--- src/rtl/b64d_pkg.sv ---
// ----------------------------------------------------------------------------
// b64d_pkg
// Shared types, status codes and the character map for the base64 decoder.
// ----------------------------------------------------------------------------
package b64d_pkg;

    // request opcodes
    localparam logic OP_CHAR = 1'b0;
    localparam logic OP_END  = 1'b1;

    // result status codes
    localparam logic [2:0] ST_DATA       = 3'd0;
    localparam logic [2:0] ST_END_OK     = 3'd1;
    localparam logic [2:0] ST_BAD_CHAR   = 3'd2;
    localparam logic [2:0] ST_BAD_PAD    = 3'd3;
    localparam logic [2:0] ST_INCOMPLETE = 3'd4;
    localparam logic [2:0] ST_END_ERR    = 3'd5;

    // mapped character codes above the 64 alphabet sextets
    localparam logic [6:0] SEXTET_PAD = 7'd64;
    localparam logic [6:0] SEXTET_BAD = 7'd65;

    typedef struct packed {
        logic       op;
        logic [7:0] char_in;
    } t_in_item;

    typedef struct packed {
        logic [2:0] status;
        logic [7:0] data_byte;
        logic       last;
    } t_out_item;

    // everything one request produces, handed to the output buffer
    typedef struct packed {
        logic [1:0] count;
        logic [2:0] status;
        logic [7:0] b0;
        logic [7:0] b1;
        logic [7:0] b2;
    } t_grp_res;

    function automatic logic [6:0] char_to_sextet(input logic [7:0] c);
        logic [7:0] d;
        d = {1'b0, SEXTET_BAD};
        case (c) inside
            [8'h41:8'h5A]: d = c - 8'h41;         // A-Z
            [8'h61:8'h7A]: d = c - 8'h47;         // a-z -> 26..51
            [8'h30:8'h39]: d = c + 8'h04;         // 0-9 -> 52..61
            8'h2B:         d = 8'd62;             // +
            8'h2F:         d = 8'd63;             // /
            8'h3D:         d = {1'b0, SEXTET_PAD}; // =
            default:       d = {1'b0, SEXTET_BAD};
        endcase
        return d[6:0];
    endfunction

endpackage

--- src/rtl/b64d_group.sv ---
// ----------------------------------------------------------------------------
// b64d_group
// Group state and single-pass decode of one registered request.
// ----------------------------------------------------------------------------
module b64d_group (
    input  logic                i_clk,
    input  logic                i_rst_n,
    input  b64d_pkg::t_in_item  i_item,
    input  logic                i_advance,
    output b64d_pkg::t_grp_res  o_res
);

    logic [5:0] r_sx0, r_sx1, r_sx2;
    logic [5:0] n_sx0, n_sx1, n_sx2;
    logic [1:0] r_pos, n_pos;
    logic       r_pad, n_pad;
    logic       r_err, n_err;

    logic [6:0] sx;
    logic [5:0] sx_last;

    assign sx = b64d_pkg::char_to_sextet(i_item.char_in);

    always_comb begin
        n_sx0   = r_sx0;
        n_sx1   = r_sx1;
        n_sx2   = r_sx2;
        n_pos   = r_pos;
        n_pad   = r_pad;
        n_err   = r_err;
        sx_last = 6'd0;
        o_res   = '0;
        o_res.status = b64d_pkg::ST_DATA;

        if (i_item.op == b64d_pkg::OP_END) begin
            o_res.count = 2'd1;
            if (r_err) begin
                o_res.status = b64d_pkg::ST_END_ERR;
            end else if (r_pos != 2'd0) begin
                o_res.status = b64d_pkg::ST_INCOMPLETE;
            end else begin
                o_res.status = b64d_pkg::ST_END_OK;
            end
            n_pos = 2'd0;
            n_pad = 1'b0;
            n_err = 1'b0;
        end else if (r_err) begin
            // dropped until end of record
        end else if (sx == b64d_pkg::SEXTET_BAD) begin
            o_res.count  = 2'd1;
            o_res.status = b64d_pkg::ST_BAD_CHAR;
            n_err        = 1'b1;
        end else if ((r_pad && r_pos == 2'd0) ||
                     (sx == b64d_pkg::SEXTET_PAD && !r_pos[1])) begin
            o_res.count  = 2'd1;
            o_res.status = b64d_pkg::ST_BAD_PAD;
            n_err        = 1'b1;
        end else if (r_pos == 2'd2) begin
            if (sx == b64d_pkg::SEXTET_PAD) begin
                n_pad = 1'b1;
                n_sx2 = 6'd0;
            end else begin
                n_sx2 = sx[5:0];
            end
            n_pos = 2'd3;
        end else if (r_pos == 2'd0) begin
            n_sx0 = sx[5:0];
            n_pos = 2'd1;
        end else if (r_pos == 2'd1) begin
            n_sx1 = sx[5:0];
            n_pos = 2'd2;
        end else begin
            // fourth character closes the group
            if (r_pad && sx != b64d_pkg::SEXTET_PAD) begin
                o_res.count  = 2'd1;
                o_res.status = b64d_pkg::ST_BAD_PAD;
                n_err        = 1'b1;
            end else begin
                if (r_pad) begin
                    o_res.count = 2'd1;
                end else if (sx == b64d_pkg::SEXTET_PAD) begin
                    n_pad       = 1'b1;
                    o_res.count = 2'd2;
                end else begin
                    sx_last     = sx[5:0];
                    o_res.count = 2'd3;
                end
                o_res.b0 = {r_sx0, r_sx1[5:4]};
                o_res.b1 = {r_sx1[3:0], r_sx2[5:2]};
                o_res.b2 = {r_sx2[1:0], sx_last};
                n_pos    = 2'd0;
            end
        end
    end

    always_ff @(posedge i_clk) begin
        if (!i_rst_n) begin
            r_pos <= 2'd0;
            r_pad <= 1'b0;
            r_err <= 1'b0;
        end else if (i_advance) begin
            r_pos <= n_pos;
            r_pad <= n_pad;
            r_err <= n_err;
        end
    end

    always_ff @(posedge i_clk) begin
        if (i_advance) begin
            r_sx0 <= n_sx0;
            r_sx1 <= n_sx1;
            r_sx2 <= n_sx2;
        end
    end

endmodule

--- src/rtl/b64d_out_buf.sv ---
// ----------------------------------------------------------------------------
// b64d_out_buf
// Result register holding up to three results; drains one per cycle while i_ready is high.
// ----------------------------------------------------------------------------
module b64d_out_buf (
    input  logic                i_clk,
    input  logic                i_rst_n,
    input  logic                i_load,
    input  b64d_pkg::t_grp_res  i_res,
    input  logic                i_ready,
    output logic                o_valid,
    output b64d_pkg::t_out_item o_item,
    output logic                o_empty_next
);

    logic [1:0] r_cnt, n_cnt;
    logic [2:0] r_status;
    logic [7:0] r_b0, r_b1, r_b2;
    logic       pop;

    assign o_valid      = (r_cnt != 2'd0);
    assign pop          = o_valid && i_ready;
    assign o_empty_next = (r_cnt == 2'd0) || (r_cnt == 2'd1 && i_ready);

    assign o_item.status    = r_status;
    assign o_item.data_byte = r_b0;
    assign o_item.last      = (r_cnt == 2'd1);

    always_comb begin
        n_cnt = r_cnt;
        if (i_load) begin
            n_cnt = i_res.count;
        end else if (pop) begin
            n_cnt = r_cnt - 2'd1;
        end
    end

    always_ff @(posedge i_clk) begin
        if (!i_rst_n) begin
            r_cnt <= 2'd0;
        end else begin
            r_cnt <= n_cnt;
        end
    end

    always_ff @(posedge i_clk) begin
        if (i_load) begin
            r_status <= i_res.status;
            r_b0     <= i_res.b0;
            r_b1     <= i_res.b1;
            r_b2     <= i_res.b2;
        end else if (pop) begin
            r_b0 <= r_b1;
            r_b1 <= r_b2;
        end
    end

endmodule

--- src/rtl/base64_stream_decoder_unit.sv ---
// ----------------------------------------------------------------------------
// base64_stream_decoder_unit
// Base64 decoder: one character request in, decoded bytes and status out.
// ----------------------------------------------------------------------------
// Input channel (i_valid/o_ready, i_item): one request per ASCII character,
// or an end-of-record request that reports the record's outcome and clears
// the group state. Output channel (o_valid/i_ready, o_item): one result per
// decoded byte, error or end report; last marks the final result of a
// request.
// The group logic decodes the request held in the input register, and its
// first result is valid once the result register has loaded it; that load
// waits while earlier results still drain.
// Throughput: one request per cycle unless a request waits in the input
// register. A request that completes a group loads up to three bytes into
// the result register, which drains one per cycle while i_ready is high;
// a later group-closing or reporting request waits in the input register
// until that drain ends; filling characters pass even while results wait.
// Reset clears the input register, the result count and the group state.
// When the receiver stalls, results hold and the input register fills,
// after which o_ready drops.
// ----------------------------------------------------------------------------
module base64_stream_decoder_unit (
    input  logic                i_clk,
    input  logic                i_rst_n,
    input  logic                i_valid,
    output logic                o_ready,
    input  b64d_pkg::t_in_item  i_item,
    output logic                o_valid,
    input  logic                i_ready,
    output b64d_pkg::t_out_item o_item
);

    logic               r_in_valid;
    b64d_pkg::t_in_item r_in;
    b64d_pkg::t_grp_res res;
    logic               empty_next;
    logic               advance;

    assign advance = r_in_valid && (res.count == 2'd0 || empty_next);
    assign o_ready = !r_in_valid || advance;

    always_ff @(posedge i_clk) begin
        if (!i_rst_n) begin
            r_in_valid <= 1'b0;
        end else if (o_ready) begin
            r_in_valid <= i_valid;
        end
    end

    always_ff @(posedge i_clk) begin
        if (i_valid && o_ready) begin
            r_in <= i_item;
        end
    end

    b64d_group u_group (
        .i_clk     (i_clk),
        .i_rst_n   (i_rst_n),
        .i_item    (r_in),
        .i_advance (advance),
        .o_res     (res)
    );

    b64d_out_buf u_out_buf (
        .i_clk        (i_clk),
        .i_rst_n      (i_rst_n),
        .i_load       (advance && res.count != 2'd0),
        .i_res        (res),
        .i_ready      (i_ready),
        .o_valid      (o_valid),
        .o_item       (o_item),
        .o_empty_next (empty_next)
    );

    // only data results come in multi-result bursts
    a_burst_is_data: assert property (@(posedge i_clk) disable iff (!i_rst_n)
        o_valid && !o_item.last |-> o_item.status == b64d_pkg::ST_DATA)
        else $error("non-final result with non-data status");

    a_err_byte_zero: assert property (@(posedge i_clk) disable iff (!i_rst_n)
        o_valid && o_item.status != b64d_pkg::ST_DATA |-> o_item.data_byte == 8'd0)
        else $error("status result carries a nonzero byte");

    // nothing can appear without a request in the input register
    a_drain_empty: assert property (@(posedge i_clk) disable iff (!i_rst_n)
        o_valid && o_item.last && i_ready && !r_in_valid |=> !o_valid)
        else $error("result appeared with no request pending");

endmodule
--- config.mk ---
export PLATFORM = sky130hd
export DESIGN_NAME = base64_stream_decoder_unit
export DESIGN_NICKNAME = d
export VERILOG_FILES = /design/src/rtl/b64d_pkg.sv /design/src/rtl/b64d_group.sv /design/src/rtl/b64d_out_buf.sv /design/src/rtl/base64_stream_decoder_unit.sv
export SDC_FILE = /design/constraint.sdc
export NUM_CORES = 1
export LEC_CHECK = 0
export BUFFER_PORTS_ARGS = -buffer_cell sky130_fd_sc_hd__buf_2
export CAP_MARGIN = 20
export CORE_UTILIZATION = 58
export CTS_CLUSTER_SIZE = 12
export DETAILED_ROUTE_END_ITERATION = 6
export HOLD_SLACK_MARGIN = 0.06
export PLACE_DENSITY = 0.85
export SLEW_MARGIN = 15
export SYNTH_ARGS = -nofsm -noshare
export SYNTH_HDL_FRONTEND = slang
export SYNTH_HIERARCHICAL = 1
export SYNTH_SLANG_ARGS = --single-unit
--- constraint.sdc ---
create_clock -name i_clk -period 6.4 [get_ports i_clk]
set_clock_uncertainty 0.15 [all_clocks]
set_input_delay 0 -clock i_clk [delete_from_list [all_inputs] [get_ports i_clk]]
set_output_delay 0 -clock i_clk [all_outputs]
set_load 0.05 [all_outputs]
; After elaboration in Yosys (flattened, before gate mapping)
; Index checks and enable logic that the tools add are counted.
[word_totals]
ff_bits = 61
in_bits = 13
out_inout_bits = 14
wordCells = 135
[op_classes]
n_addsub = 4
magnitude_cmp = 6
n_eq_ne = 17
n_mux = 58
n_bitwise = 6
n_reduce_logical = 30
[op_table]
columns = op, n
row1 = $mux 29, 4
row2 = $mux 24, 4
row3 = $mux 7, 5
row4 = $mux 8, 4
row5 = $mux 2, 13
row6 = $eq 8x6->1 const B, 3
row7 = $mux 1, 21
row8 = $ge 8x7->1 const B, 2
row9 = $le 8x7->1 const B, 2
row10 = $reduce_and 8->1, 2
row11 = $mux 5, 3
row12 = $eq 7x7->1 const B, 2
row13 = $sub 7x7->7 const B, 2
row14 = $mux 6, 2
row15 = $logic_and 1x1->1, 11
row16 = $ne 3x2->1 const B, 3
row17 = $ge 8x6->1 const B, 1
row18 = $le 8x6->1 const B, 1
row19 = $reduce_bool 2->1, 4
row20 = $reduce_or 8->1, 1
row21 = $add 7x3->7 const B, 1
row22 = $ne 7x7->1 const B, 1
row23 = $reduce_and 7->1, 1
row24 = $logic_not 2->1, 3
row25 = other kinds (12), 25

; Logic depth before layout (Yosys ltp)
; Gate-level depths: netlist of the first run.
[depth]
ltp_word = 23
depth_mapped = 18
mapped_depth_nobuf = 15

; Hierarchy
; The synthesis of the first run kept the hierarchy.
[modules_own_cells]
columns = mod, instances, cells_each, area_each_um2, seq_area_each_um2
row1 = b64d_group, 1, 207, 1979.4, 620.6
row2 = b64d_out_buf, 1, 64, 1198.6, 850.8
row3 = base64_stream_decoder_unit, 1, 19, 341.6, 290.3

; Worst setup path after synthesis of the first run
; No wires, ideal clock.
[synth_path]
path_type = reg2reg
start = register r_in[2] in the netlist's numbering
end = register u_out_buf.r_b0[0], enable pin
setup_ps = 373
arrival_time_ps = 4107
t_required_ps = 5877
slack_ps = 1771
stages_incl_launch_ff = 18
n_path_buf = 5
synth_period_minus_slack_ps = 4629
path_cell_list = edfxtp_1 buf_6 inv_1 ha_1 a21o_2 and3_1 buf_6 o31ai_1 o32a_2 buf_6 a211oi_2 or4_1 nor3_1 o21ai_2 nor2_1 buf_6 buf_12 or2_1
[synth_lines]
columns = element, line_no
row1 = "start, declared", base64_stream_decoder_unit.sv:34  ; b64d_pkg::t_in_item r_in;
row2 = "start signal, assigned", base64_stream_decoder_unit.sv:52  ; r_in <= i_item;
row3 = "end signal, assigned", b64d_out_buf.sv:49  ; r_b0 <= i_res.b0;
row4 = "end signal, assigned", b64d_out_buf.sv:53  ; r_b0 <= r_b1;
row5 = "end, declared", b64d_out_buf.sv:18  ; logic [7:0] r_b0, r_b1, r_b2;

==> results of run 1 <==
[flip-flops by register name, summed over array words and instances (netlist names)]
name and flops:
r_in 9, u_out_buf/r_b0 8, u_out_buf/r_b1 8, u_out_buf/r_b2 8
u_group/r_sx0 6, u_group/r_sx1 6, u_group/r_sx2 6, u_out_buf/r_status 3
u_group/r_pos 2, u_out_buf/r_cnt 2, r_in_valid 1, u_group/r_err 1
u_group/r_pad 1
[final timing paths]
path / start / end / slack, ps / cells after the start
max: r_in[1] / u_out_buf/r_cnt[1] / 1220 / 16
min: i_item[7] / r_in[7] / 220 / 2
max reg2reg: r_in[1] / u_out_buf/r_cnt[1] / 1220 / 16
min reg2reg: u_out_buf/r_b2[3] / u_out_buf/r_b1[3] / 400 / 1
[critical path, cell delays in order, from the launching register on]
cell,delay [ps]
edfxtp_1,490
inv_1,190
ha_1,340
and2b_1,250
o21ai_4,230
mux2_1,350
a22o_2,320
a211oi_2,480
a211oi_1,80
o21ai_0,410
o21ai_2,160
nor2_2,310
buf_4,410
inv_1,140
o211ai_1,110
a21boi_0,100
dlygate4sd3_1,550
[cell type report]
class,count,area share (%)
clock buffer,9,3.13
clock inverter,7,1.90
inverter,17,1.61
multi-input combinational,196,38.9
sequential,61,44.5
tap,75,2.37
timing repair buffer,43,7.59
[layer usage]
layer  share of wire (%)  global-route usage (%)  routed length, µm
met4                 1.8                    8.57                131
met1                  43                    29.0               3030
met3                 5.6                    6.63                398
met2                  50                    41.6               3570
met5                   0                       0                  0
[cell usage after synthesis, types with 3 or more instances]
cell type  count  area, µm²
a31oi_1        5       31.3
nor3b_1       27        203
a21oi_1        6       30.0
nand2_1       13       48.8
nor3_1         6       30.0
o211ai_1       4       30.0
a21boi_0       3       22.5
xnor2_1        5       43.8
mux2_2         8       90.1
o2bb2ai_1      4       35.0
buf_6          5       56.3
ha_1          13        163
nand3_1        5       25.0
clkbuf_8       4       55.1
a211oi_1       3       22.5
or4_1          3       22.5
o21a_1         4       30.0
edfxtp_1      54       1620
mux2_4         8        120
o21ai_0       14       70.1
and2_2         3       22.5
and3_1         3       18.8
dfxtp_1        7        140
nor2_1        13       48.8
inv_1         17       63.8
buf_2          3       15.0
nor2b_1        3       18.8
[stage by stage]
step	worst slack, ps	instances	utilization (%)	instance area, µm²
detailed placement	1270	377	61.1	3600
global placement	1460	377	61.1	3600
finish	1220	408	67.2	3960
global route	880	408	67.2	3960
CTS	1230	407	66.9	3940
floorplan	1770	290	-	3520
[power by group]
group          leakage (nW)  switching (mW)  total (mW)  internal [mW]
combinational         0.751           0.199       0.303          0.105
sequential            0.565          0.0235       0.521          0.498
clock                0.0918           0.163       0.343          0.181
[cell usage in the layout (no fill, tap or decap), types with 3 or more instances in the layout]
| cell type | instances |
|---|---|
| a211oi_1 | 3 |
| o2bb2ai_1 | 4 |
| nor3_1 | 6 |
| dlygate4sd3_1 | 14 |
| nand2_1 | 13 |
| and3_1 | 3 |
| nand3_1 | 5 |
| a21oi_1 | 6 |
| or4_1 | 3 |
| edfxtp_1 | 54 |
| o211ai_1 | 4 |
| mux2_2 | 8 |
| and2_2 | 3 |
| nor2b_1 | 3 |
| nor3b_1 | 27 |
| a31oi_1 | 5 |
| a21boi_0 | 3 |
| clkinvlp_4 | 3 |
| o21ai_0 | 14 |
| o21a_1 | 4 |
| dfxtp_1 | 7 |
| clkbuf_8 | 9 |
| nor2_1 | 12 |
| xnor2_1 | 5 |
| mux2_4 | 8 |
| inv_1 | 17 |
| ha_1 | 13 |
| buf_2 | 26 |
[cells by family after synthesis]
family,count (synthesis),share of synthesized area [%]
and+or+nand+nor,92,16.6
AOI/OAI and AO/OA,69,14.7
DFF,61,50.1
buffers and inverters,33,6.50
muxes,17,6.29
adders and majority gates,13,4.62
xor gates and xnor gates,5,1.24
[what timing repair did]
item                                    4_1_cts  5_1_grt
hold buffers                                 14        0
buffers inserted                              0        0
hold endpoints to repair                     16        0
endpoints found under the setup margin        0        0
gates resized for setup                       0        0
==> reports/metrics.cfg, run 1 <==
[cells_and_area]
fillerInstances = 435
n_antenna_cell = 0
fin_nets = 354
multiInputGateArea_um2 = 1540
layout-drive-gt1-share_pct = 24.0
regArea_um2 = 1760
areaGrowthSynthToFinish_pct = 12.4

[die]
num_io_pins = 27
start_util_pct = 59.8
die_h_um = 79.9
core_um2 = 5890
rows = 28
die_x_um = 79.9
die_area_um2 = 6380

[setup_path]
crit_fanout = 24
startpoint_type = flop
critical_path_class = reg -> reg
arrival_ps = 5270
required_ps = 6480
end_kind = flop

[sta]
min_period_ps = 5180
rsz0062_at_grt = no
finalSetupTns_ps = 0
hold_viol = 0
worstMarginPinSlew_ps = 1030
timing.hold.ws_ps = 220
setup_violations = 0
clock.fmax_mhz = 193
fin_crit_sh_pct = 81.0
max-slew-margin-rel_pct = 31.3
final_max_slew_viol_count = 0

[power_and_ir_drop]
p_per_area_nw_per_um2 = 295
power_mw = 1.17
ir_drop_uv = 183
p_leak_nw = 1.41

[detailed_routing]
drt-total-wl_um = 7130
drt_iter0_drc = 154
via_per_inst = 6.03
wl_per_cell_um = 17.5
ant_nets = 0
drc = 0
first_pass_iters = 4
via_count = 2461

[placed_design]
gp_congestion = 0.900
hpwl_um = 4850
port_buffers = 26

[synthesis]
yosysSeqAreaShare_pct = 50.1
synth_nets = 316
yosysUniqueCellTypes = 60
avgSynthCellArea_um2 = 12.1
ys_warn_count = 6
ys.flop_type = edfxtp_1
synth_edf_count = 54
ys_ff_latch = 61
synthArstFlopShare_pct = 0
syn_inst = 290
syn-cell-area_um2 = 3520

[global_routing]
grt_overflow_total = 0
grt_usage_pct = 24.2
grt_pass1_wl_um = 11400
grt_pass1_vias = 2393
grt_max_degree = 25
antenna_found_initial = 0

[clocking]
cts_made_buffers = 9
cts_buffer_depth = 2
clock_latency_ps = 340
cts_sinks = 61
cts_tree = built
htree_levels = 3
path_clk_slew_ps = 80
root_buffer = clkbuf_8

[run_status]
status = complete, no violations

[flow_run]
cap_viol_max_count = 0

[worst_hold_path]
hp-class = in -> reg

Power figures use the tool's default switching activity.
==> run 2, diff against run 1 <==
clock period = 5.1 ns   (was 6.4 ns; I/O delays follow)
==> run 2 against run 1 <==
  * Worst hold slack better by 1.9 ps
  * Critical path depth stayed put
  * Non-clock buffer count is 4 higher
  * Die area stayed put
  * Count of clock-buffer cells in the layout is 2 higher
  * First-iteration DRC count is 5.8% higher
  * Via count is 1.3% higher
  * Combinational power is 27% higher
  * Global-route usage is 0.67 points higher
  * Critical path type unchanged
  * Critical endpoint unchanged
  * Largest power group unchanged
==> reports/metrics.cfg, run 2 (synthesized netlist as in run 1, its figures left out) <==
[power_and_ir_drop]
p_leak_nw = 1.46
p_int_mw = 1.11
sw_frac_of_total_pct = 30.0
power_mw = 1.59
ir_drop_uv = 232
clkPwrFrac_pct = 34.7
power_frac_seq_pct = 41.1
p_sw_mw = 0.477
comb_power_share_pct = 24.3
p_per_area_nw_per_um2 = 393

[sta]
fin_crit_sh_pct = 93.6
min_period_ps = 4780
final_max_slew_viol_count = 0
worstMarginPinSlew_ps = 686
max-slew-margin-rel_pct = 54.2
hold_viol = 0
finalSetupTns_ps = 0
rsz0062_at_grt = no
setup_violations = 0
clock.fmax_mhz = 209

[detailed_routing]
drt-total-wl_um = 7200
drc = 0
drt_iter0_drc = 163
via_count = 2494
first_pass_iters = 4
via_per_inst = 6.05
wl_per_cell_um = 17.5
ant_nets = 0

[die]
die_x_um = 79.9
die_h_um = 79.9
num_io_pins = 27
start_util_pct = 59.8
rows = 28
core_um2 = 5890
die_area_um2 = 6380

[cells_and_area]
layout_commonest_cell = edfxtp_1
multiInputGateArea_um2 = 1540
areaGrowthSynthToFinish_pct = 14.8
fillerInstances = 424
n_antenna_cell = 0
fin_nets = 358
largest_reg_flops = 9
layout-drive-gt1-share_pct = 24.9
regArea_um2 = 1760
largest-register = r_in
final_cell_mix = edfxtp_1, nor3b_1, buf_2, inv_1, dlygate4sd3_1

[setup_path]
crit_fanout = 29
r2r_cells = 16
crit_chain = inv_1 > ha_1 > and2b_1 > o21ai_4 > mux2_1 > a22o_2 > a211oi_2 > a211oi_1 > o21ai_1 > o21ai_2 > nor2_2 > buf_6 > inv_1 > o211ai_1 > a21boi_0 > dlygate4sd3_1
critical_path_class = reg -> reg
arrival_ps = 4840
required_ps = 5170
cpMostUsedCell = inv_1
slowest_delay_ps = 580
reg2reg_to = u_out_buf/r_cnt[1]
cp_slowest_cell = dlygate4sd3_1
end_kind = flop
crit_end = u_out_buf/r_cnt[1]
r2r_setup_slack_ps = 320
startpoint_type = flop
r2r-start = r_in[1]
startpoint = r_in[1]

[worst_hold_path]
hp-class = in -> reg

[clocking]
htree_levels = 3
cts_sinks = 61
cts_buffer_depth = 2
cts_tree = built
cts_made_buffers = 9
root_buffer = clkbuf_8
clock_latency_ps = 330
path_clk_slew_ps = 70

[global_routing]
grt_pass1_vias = 2370
antenna_found_initial = 0
grt_max_degree = 30
grt_overflow_total = 0
grt_usage_pct = 24.9
grt_pass1_wl_um = 11700

[flow_run]
cap_viol_max_count = 0

[run_status]
status = complete, no violations

[placed_design]
port_buffers = 26
hpwl_um = 4800
gp_congestion = 0.918

run 2: area by class of cell:
class | count | share of cell area, %
sequential | 61 | 43.6
multi-input combinational | 196 | 38.0
timing repair buffer | 47 | 8.08
clock buffer | 11 | 3.75
clock inverter | 5 | 2.63
tap | 75 | 2.32
inverter | 17 | 1.58
run 2: timing repair:
| action | in CTS | in global routing |
|---|---|---|
| gates resized for setup | 0 | 3 |
| endpoints found under the hold margin | 25 | 0 |
| setup endpoints to repair | 0 | 1 |
| setup buffers | 0 | 1 |
| hold buffers | 14 | 0 |
run 2: worst max-delay path: cells and delay by family (launching register included):
kind            cells  cell delay [ps]
flops               1              500
simple gates        2              380
fa+ha+maj           1              340
buf+inv             4             1200
compound gates      8             1750
mux                 1              350
run 2: how the worst min path moves through the flow:
stage | from | endpoint | slack (ps) | depth (start not counted)
global route | i_item[4] | r_in[4] | 210 | 2
detailed placement | i_item[0] | r_in[0] | 30 | 1
global placement | i_item[3] | r_in[3] | 30 | 1
CTS | i_item[6] | r_in[6] | 200 | 2
floorplan | i_item[0] | r_in[0] | -50 | 0
finish | i_item[6] | r_in[6] | 220 | 2
run 2: stage by stage:
stage	hold slack (ps)	worst slack [ps]	instances	util, %	instance area, µm²
6_report	222	325	412	68.6	4040
3_3_place_gp	26.5	632	381	61.6	3630
3_5_place_dp	28.7	522	381	61.6	3630
2_1_floorplan	-51.1	471	290	-	3520
4_1_cts	197	214	411	68.4	4020
5_1_grt	206	61.2	412	68.6	4040
run 2: layer usage:
layer  global-route usage [%]  wire, µm  vias up
li1                         -         -     1181
met1                     30.8      3060     1200
met2                     42.3      3570      100
met3                     6.63       442       13
met4                     7.86       119        0
met5                        0         0        -
run 2: power by group through the flow:
stage / clock network (mW) / logic (mW) / registers, mW
global route: 0.583 / 0.414 / 0.660
finish: 0.551 / 0.385 / 0.652
global placement: 0 / 0.358 / 0.661
detailed placement: 0 / 0.366 / 0.665
CTS: 0.562 / 0.378 / 0.655
floorplan: 0 / 0.242 / 0.723
